### src/rtl/siq_pkg.sv
// Types and constants of the sorted insert queue.
package siq_pkg;

   localparam int unsigned CAPACITY_DEFAULT = 128;
   localparam int unsigned KEY_WIDTH        = 32;

   typedef logic signed [KEY_WIDTH-1:0] key_type;

   typedef enum logic {
      CMD_INSERT = 1'b0,
      CMD_POP    = 1'b1
   } cmd_type;

   typedef enum logic [1:0] {
      ST_OK           = 2'd0,
      ST_EMPTY_POP    = 2'd1,
      ST_TAIL_EVICTED = 2'd2,
      ST_KEY_REJECTED = 2'd3
   } status_type;

   // Control broadcast to every cell of the row.
   typedef struct packed {
      logic    en;
      cmd_type cmd;
   } cell_ctrl_type;

endpackage

### src/rtl/siq_cell.sv
// One cell of the sorted row: holds one entry, compares and shifts.
module siq_cell (
   input  logic                  clock,
   input  siq_pkg::cell_ctrl_type ctrl,
   input  siq_pkg::key_type      key,
   input  logic                  occupied,
   input  logic                  gt_up,
   input  siq_pkg::key_type      val_up,
   input  siq_pkg::key_type      val_dn,
   output logic                  gt,
   output siq_pkg::key_type      val,
   output siq_pkg::key_type      val_next
);
   import siq_pkg::*;

   key_type val_ff;
   key_type val_in;

   // Held entry is strictly greater than the key: it stays in front.
   assign gt = occupied && (key < val_ff);

   always_comb begin
      val_in = val_ff;
      if (ctrl.cmd == CMD_POP) begin
         val_in = val_dn;
      end else if (gt) begin
         val_in = val_ff;
      end else if (gt_up) begin
         val_in = key;
      end else begin
         val_in = val_up;
      end
   end

   always_ff @(posedge clock) begin
      if (ctrl.en) begin
         val_ff <= val_in;
      end
   end

   assign val      = val_ff;
   assign val_next = val_in;

endmodule

### config.mk
export PLATFORM = sky130hd
export DESIGN_NAME = siq_cell
export DESIGN_NICKNAME = d
export VERILOG_FILES = /design/src/rtl/siq_pkg.sv /design/src/rtl/siq_cell.sv
export SDC_FILE = /design/constraint.sdc
export NUM_CORES = 1
export LEC_CHECK = 0
export BUFFER_PORTS_ARGS = -buffer_cell sky130_fd_sc_hd__buf_2
export CAP_MARGIN = 0
export CORE_MARGIN = 2
export CORE_UTILIZATION = 45
export DETAILED_ROUTE_END_ITERATION = 16
export PLACE_DENSITY = 0.83
export SLEW_MARGIN = 10
export SYNTH_ARGS = -nofsm -noshare
export SYNTH_HDL_FRONTEND = slang
export SYNTH_SLANG_ARGS = --single-unit
### constraint.sdc
create_clock -name clock -period 2.8 [get_ports clock]
set_clock_uncertainty 0.15 [all_clocks]
set_input_delay 0 -clock clock [delete_from_list [all_inputs] [get_ports clock]]
set_output_delay 0 -clock clock [all_outputs]
set_load 0.01 [all_outputs]
Word level (Yosys, flattened, before mapping)

Cells that the tools add are included.

Register bits after elaboration: 32
Bits in latches: 0
Memory bits (writable): 0
ROM bits: 0
Input port bits: 101
Output and inout port bits: 65
Word-level logic and storage cells: 6
Memories kept: 0

Add/subtract/negate cells: 0
Multiply operators: 0
Divide/modulo/power cells: 0
Order comparisons: 1
Equal/unequal tests: 0
Shift operators: 0
Multiplexer cells: 3
Bitwise operators: 0
Reductions and logical operators: 1

Operators with widths:

| kind                        | count |
|---|---|
| 32-bit two-way mux          | 3 |
| 32-bit less-than comparator | 1 |
| 1-bit logical AND           | 1 |

Depth between registers and ports, before layout

Gate-level depths: netlist (run 1).

Depth in word-level cells: 4
Mapped depth: 11
Mapped depth without buffers: 9

Worst setup path before layout (run 1)

No wires, ideal clock.

Kind: reg2reg
From: register val_ff[2] (netlist: val[2])
To: register val_ff[30] (netlist: val[30]) (data pin)
Library setup time: 0.268 ns
Arrival: 2.372 ns
Required time: 2.382 ns
Slack: 0.010 ns
Cell stages (with the launch flop): 11
Path buffers: 1
Period minus slack after synthesis: 2.790 ns
Cell sequence: edfxtp_1 > inv_1 > ha_1 > a211o_1 > a31oi_1 > nor4_1 > o311ai_2 > nand4_2 > nor2b_4 > buf_6 > a221oi_1

Word-level cells in the longest chain between the ends: 4

Ends and longest elaborated chain:

| element                     | line           | RTL |
|---|---|---|
| start: declaration          | siq_cell.sv:16 | `key_type val_ff;` |
| start signal: assignment    | siq_cell.sv:37 | `val_ff <= val_in;` |
| 32-bit less-than comparator | siq_cell.sv:20 | `assign gt = occupied && (key < val_ff);` |
| 1-bit logical AND           | siq_cell.sv:20 |  |
| 32-bit two-way mux          | siq_cell.sv:26 | `end else if (gt) begin` |
| 32-bit two-way mux          | siq_cell.sv:24 | `if (ctrl.cmd == CMD_POP) begin` |
| via val_next[30]            | siq_cell.sv:12 | `output siq_pkg::key_type val_next` |

The timed path passes the listed nets, and every way through them passes these cells.
A chain may end at the register's enable or synchronous reset.

Worst setup path in the final report (run 1)

From: register val_ff[6] (netlist: val[6])
To: output val_next[3]

Word-level cells in the longest chain between the ends: 4

Ends and longest elaborated chain:

| element                     | line |
|---|---|
| 32-bit less-than comparator | siq_cell.sv:20 |
| 1-bit logical AND           | siq_cell.sv:20 |
| 32-bit two-way mux          | siq_cell.sv:26 |
| 32-bit two-way mux          | siq_cell.sv:24 |
| end: declaration            | siq_cell.sv:12 |

Every way passes these cells.

==> flow_summary.ini, run 1 <==
[setup_path]
cp_slowest_stage_delay_ns = 0.43
r2r_start = val[24]
critPathKind = reg -> out
crit_cells = 11
slowest_stage = edfxtp_1
cp-end-kind = output pin
cp.arrival_ns = 2.83
r2r_end = val[25]
path_buf_inv = 3
rrSetupSlack_ns = -0.08
required_ns = 2.65
critPathMaxFanout = 8
crit_chain = inv_2 -> ha_4 -> a21o_1 -> o211ai_1 -> a31oi_1 -> o311ai_2 -> nand4_2 -> nor2b_4 -> buf_4 -> a221oi_2 -> buf_2
startpoint = val[6]
r2r_cells = 11
cp_top_family = compound AO/OA/AOI/OAI gates
cp-start-kind = register

[timing]
setup_tns_ns = -4.687
hold_viol_final = 0
slew-limit-headroom_pct = 46.15
setup_violations = 34
tightest_slew_ns = 0.8077
fin_ws_ns = -0.1843
min_period_over_period_pct = 106.6
fin_hold_ws_ns = 0.008112
drv_slew = 0
rsz0062_at_grt = true
fin_crit_ns = 2.984
fmax_mhz = 335.1

[place]
dp_cells = 530
place.gp.congestion = 0.7885
dp_slack_ns = -0.1180
port_buffers = 165
hpwl_um = 6822
place_area_sq_um = 3886

[final_layout]
largest_reg_flops = 32
fill_cells = 432
antennaDiodeCount = 0
nets = 635
layout-drive-gt1-share_pct = 48.81
final_cell_mix = 164 x buf_2, 62 x inv_1, 32 x mux2i_1, 32 x nor3_1, 32 x edfxtp_1
utilization_pct = 73.26
stdcell_area_sq_um = 4652
stdcell_count = 581
area_growth_syn_to_layout_pct = 57.14
final_common_cell = buf_2

[synthesis]
synth_cell_types = 33
ys_seq_area_share_pct = 32.46
ys_ff_latch = 32
synth_fp_nets = 424
synth.avg_cell_area_sq_um = 10.14
yosysWarnings = 0
synthCells = 292
synth_area_sq_um = 2960

[worst_hold_path]
hold_end = val[5]
timing.hold.worst.class = in -> reg
hold_start = val_dn[5]
hold_path_depth = 3

[route]
firstDrtPassIters = 4
num_vias = 3156
drc_errors = 0
via_per_inst = 5.432
wl_per_cell_um = 16.87
drtAntennaViolNets = 0
routed_wl_um = 9800
drt_first_iter_violations = 129

[run_status]
outcome = finished, violations left
violations = setup timing

[power_and_ir_drop]
p_per_area_nw_per_um2 = 387.7
ir_drop_mv = 0.2294
power_leakage_nw = 2.321
finalPower_mw = 1.803

[floorplan]
die_h_um = 85.11
rows = 29
die_w_um = 85.11
initial_utilization_pct = 46.62
ios = 166
core_area_sq_um = 6350
dieArea_sq_um = 7244

[clock_network]
cts_tree = done
cts_max_level = 2
clockRootBuffer = clkbuf_8
cts_buffers = 5
cts_buffer_depth = 2
clk_pin_slew_worst_paths_ns = 0.08
insertion_delay_ns = 0.29
cts.sinks = 32

[global_routing]
met3_usage_pct = 5.447
grt_overflow = 0
grt_pass1_wl_um = 15690
grtUsageMet2_pct = 49.01
grt.met1_usage_pct = 30.68
grt_max_degree = 33
first_global_vias = 3388
grt.busiest_layer = met2
grt_usage_pct = 26.93
antenna_found_initial = 0

[flow_run]
maxCapViolations = 0
## cells by family after synthesis
logic type,share of synthesized area (%)
fa+ha+maj,13.10
simple gates,10.31
buf+inv,11.66
mux,10.82
flops,32.46
compound gates,21.64
## repair_timing
action                                 CTS  global route
gates resized for setup                 29            10
buffers inserted                        15             0
gates cloned                             0             0
pin swaps                               15             2
setup endpoints to repair               59            63
hold buffers                            28             1
endpoints found under the hold margin   28             1
## layer usage
layer  share of wire, %  vias up
met1                 39     1475
met3                6.1       24
met2                 52      147
li1                   -     1510
met5                  0        -
met4                2.7        0
## cell usage after synthesis
cell type / n / area [sq um]
inv_1: 64 / 240.2
edfxtp_1: 32 / 960.9
mux2i_1: 32 / 320.3
nor3_1: 32 / 160.2
ha_1: 31 / 387.9
a221oi_2: 30 / 450.4
clkbuf_1: 11 / 41.29
a21oi_1: 10 / 50.05
nand2_1: 8 / 30.03
buf_6: 4 / 45.04
nand4_1: 4 / 25.02
o21ai_0: 4 / 20.02
buf_2: 3 / 15.01
a211o_1: 2 / 17.52
a21o_1: 2 / 15.01
a221oi_1: 2 / 17.52
a31oi_1: 2 / 12.51
nand2b_1: 2 / 12.51
nand3_1: 2 / 10.01
nor2_1: 2 / 7.510
a211oi_1: 1 / 7.510
and3_1: 1 / 6.260
and4_1: 1 / 8.760
inv_2: 1 / 3.750
nand4_2: 1 / 12.51
nor2b_4: 1 / 13.76
nor4_1: 1 / 6.260
nor4_2: 1 / 12.51
o2111ai_1: 1 / 8.760
o211a_1: 1 / 10.01
o211ai_1: 1 / 7.510
o21a_1: 1 / 7.510
o311ai_2: 1 / 16.27
## final cells by class
cell class / count / area (sq um) / share of cell area (%)
Multi-Input combinational cell: 177 / 1906 / 40.96
Timing Repair Buffer: 222 / 1365 / 29.34
Sequential cell: 32 / 960.9 / 20.66
Inverter: 65 / 244.0 / 5.245
Tap cell: 77 / 96.34 / 2.071
Clock buffer: 7 / 76.32 / 1.641
Clock inverter: 1 / 3.754 / 0.08069
## where the power goes
| part | switching [mW] | internal (mW) | total (mW) | leakage [nW] |
|---|---|---|---|---|
| clock | 0.185 | 0.173 | 0.359 | 0.0399 |
| sequential | 0.0305 | 0.590 | 0.620 | 0.307 |
| combinational | 0.433 | 0.391 | 0.824 | 1.97 |
| total | 0.649 | 1.15 | 1.80 | 2.32 |
## worst register-to-register path: stages (launching register included)
cell      delay (ns)
edfxtp_1        0.38
inv_1           0.07
ha_1            0.27
nand4_1         0.16
nor4_4          0.34
a211oi_2        0.12
o211a_1         0.23
nand4_2         0.12
nor2b_4         0.35
buf_6           0.21
a221oi_4        0.08
buf_4           0.16
## worst max-delay path by stage
stage	end
2_1_floorplan	val[30]
4_1_cts	val_next[20]
6_report	val_next[3]
5_1_grt	val_next[31]
3_3_place_gp	val[13]
3_5_place_dp	val[11]
No activity file was read; power rests on OpenSTA's default activity.
==> inputs of run 2 (changes only) <==
==> constraint.sdc (replaced) <==
create_clock -name clock -period 2.8 [get_ports clock]
set_clock_uncertainty 0.15 [all_clocks]
set_input_delay 0.14 -clock clock [delete_from_list [all_inputs] [get_ports clock]]
set_output_delay 0.14 -clock clock [all_outputs]
set_load 0.01 [all_outputs]
==> flow_summary.ini, run 2 (synthesis results as in run 1) <==
[run_status]
outcome = finished, violations left
violations = setup timing

[clock_network]
clockRootBuffer = clkbuf_8
insertion_delay_ns = 0.28
cts_tree = done
cts.sinks = 32
cts_buffers = 5
cts_max_level = 2
cts_buffer_depth = 2
ctsHoldBuffers = 0
clk_pin_slew_worst_paths_ns = 0.07

[route]
drtAntennaViolNets = 0
routed_wl_um = 9815
drc_errors = 0
via_per_inst = 5.565
wl_per_cell_um = 17.37
num_vias = 3144
drt_first_iter_violations = 106
firstDrtPassIters = 4

[floorplan]
core_area_sq_um = 6350
ios = 166
die_h_um = 85.11
dieArea_sq_um = 7244
initial_utilization_pct = 46.62
rows = 29
die_w_um = 85.11

[place]
hpwl_um = 6804
place.gp.congestion = 0.8058
dp_cells = 543
port_buffers = 165

[final_layout]
area_growth_syn_to_layout_pct = 57.27
layout-drive-gt1-share_pct = 55.12
nets = 619
antennaDiodeCount = 0
final_cell_mix = 165 x buf_2, 59 x inv_1, 34 x buf_4, 32 x mux2i_1, 32 x edfxtp_1
multi_input_area_sq_um = 2057
utilization_pct = 73.32
seq_area_sq_um = 960.9
stdcell_count = 565
fill_cells = 469
final_common_cell = buf_2
largest_reg_flops = 32

[worst_hold_path]
hold_start = val_dn[25]
timing.hold.worst.class = in -> reg
hold_path_depth = 3

[timing]
hold_viol_final = 0
fin_crit_ns = 3.152
drv_slew = 0
setup_violations = 42
slew-limit-headroom_pct = 46.35
tightest_slew_ns = 0.8047
rsz0062_at_grt = true
min_period_over_period_pct = 112.6
fin_ws_ns = -0.3518
fmax_mhz = 317.3
setup_tns_ns = -10.55

[global_routing]
grt_overflow = 0
antenna_found_initial = 0
grt_max_degree = 34
grt_usage_pct = 24.50
first_global_vias = 3098
grt_pass1_wl_um = 14370

[setup_path]
rrSetupSlack_ns = -0.16
cp-end-kind = output pin
cp-start-kind = register
r2r_end = val[13]
endpoint = val_next[12]
r2r_cells = 13
required_ns = 2.51
critPathMaxFanout = 8
cp.arrival_ns = 2.86
r2r_start = val[26]
startpoint = val[10]
critPathKind = reg -> out

[flow_run]
maxCapViolations = 0

[power_and_ir_drop]
p_per_area_nw_per_um2 = 397.3
ir_drop_mv = 0.2694
power_leakage_nw = 2.304
## run 2: cell types whose count changed in the layout (fill, tap and decap cells not counted), moves of 2 or more
cell | before | now
ha_1 | 27 | 22
inv_2 | 3 | 6
dlygate4sd3_1 | 29 | 0
buf_12 | 2 | 5
a221oi_4 | 14 | 21
inv_1 | 62 | 59
a221oi_2 | 17 | 11
buf_4 | 24 | 34
buf_6 | 3 | 1
ha_4 | 4 | 9
## run 2: metrics by stage
stage          hold slack [ns]  worst slack, ns  area [sq um]  power, mW
2_1_floorplan           0.1025         0.009636          2960      1.020
3_3_place_gp            0.3823         -0.05837          4046      1.322
3_5_place_dp            0.3864          -0.1428          4046      1.345
4_1_cts                0.08461          -0.2960          4320      1.744
5_1_grt                0.09448          -0.4658          4656      1.949
6_report               0.08920          -0.3518          4656      1.850
## run 2: final cells by class
cell class | instances | share of cell area, %
clock buffers | 7 | 1.639
clock inverters | 1 | 0.08062
inverters | 65 | 5.241
multi-input cells | 177 | 44.18
flip-flops and latches | 32 | 20.64
well taps | 77 | 2.069
repair buffers | 206 | 26.15
## run 2: per-layer routing
layer	GRT usage [%]	part of all wire, %	vias to the layer above
met4	9.235	1.8	0
met3	3.307	5.4	14
met1	30.12	41	1516
met2	43.47	52	140
li1	-	-	1474
met5	0	0	-
## run 2: how the worst min path moves through the flow
| stage | slack [ns] | to |
|---|---|---|
| global placement | 0.38 | val[25] |
| global route | 0.09 | val[25] |
| CTS | 0.08 | val[25] |
| floorplan | 0.10 | val[0] |
| detailed placement | 0.39 | val[3] |
| finish | 0.09 | val[25] |
## run 2: where the power goes
group	switching (mW)	internal, mW	total, mW
Clock	0.177	0.173	0.350
Sequential	0.0325	0.590	0.623
Combinational	0.459	0.418	0.877
## run 2: critical path, stage by stage (launching register included)
cell and delay [ns]:
edfxtp_1 0.44, inv_1 0.09, ha_1 0.24, and4_1 0.22, o211ai_1 0.09, a31oi_1 0.13
o311ai_2 0.31, nand4_2 0.19, nor2b_4 0.21, clkbuf_16 0.22, a221oi_4 0.25, buf_2 0.18
## run 2: repair_timing
item / in CTS / in global routing
gates cloned: 0 / 1
pin swaps: 3 / 7
endpoints found under the setup margin: 43 / 65
resized for setup: 18 / 30
setup buffers: 6 / 7
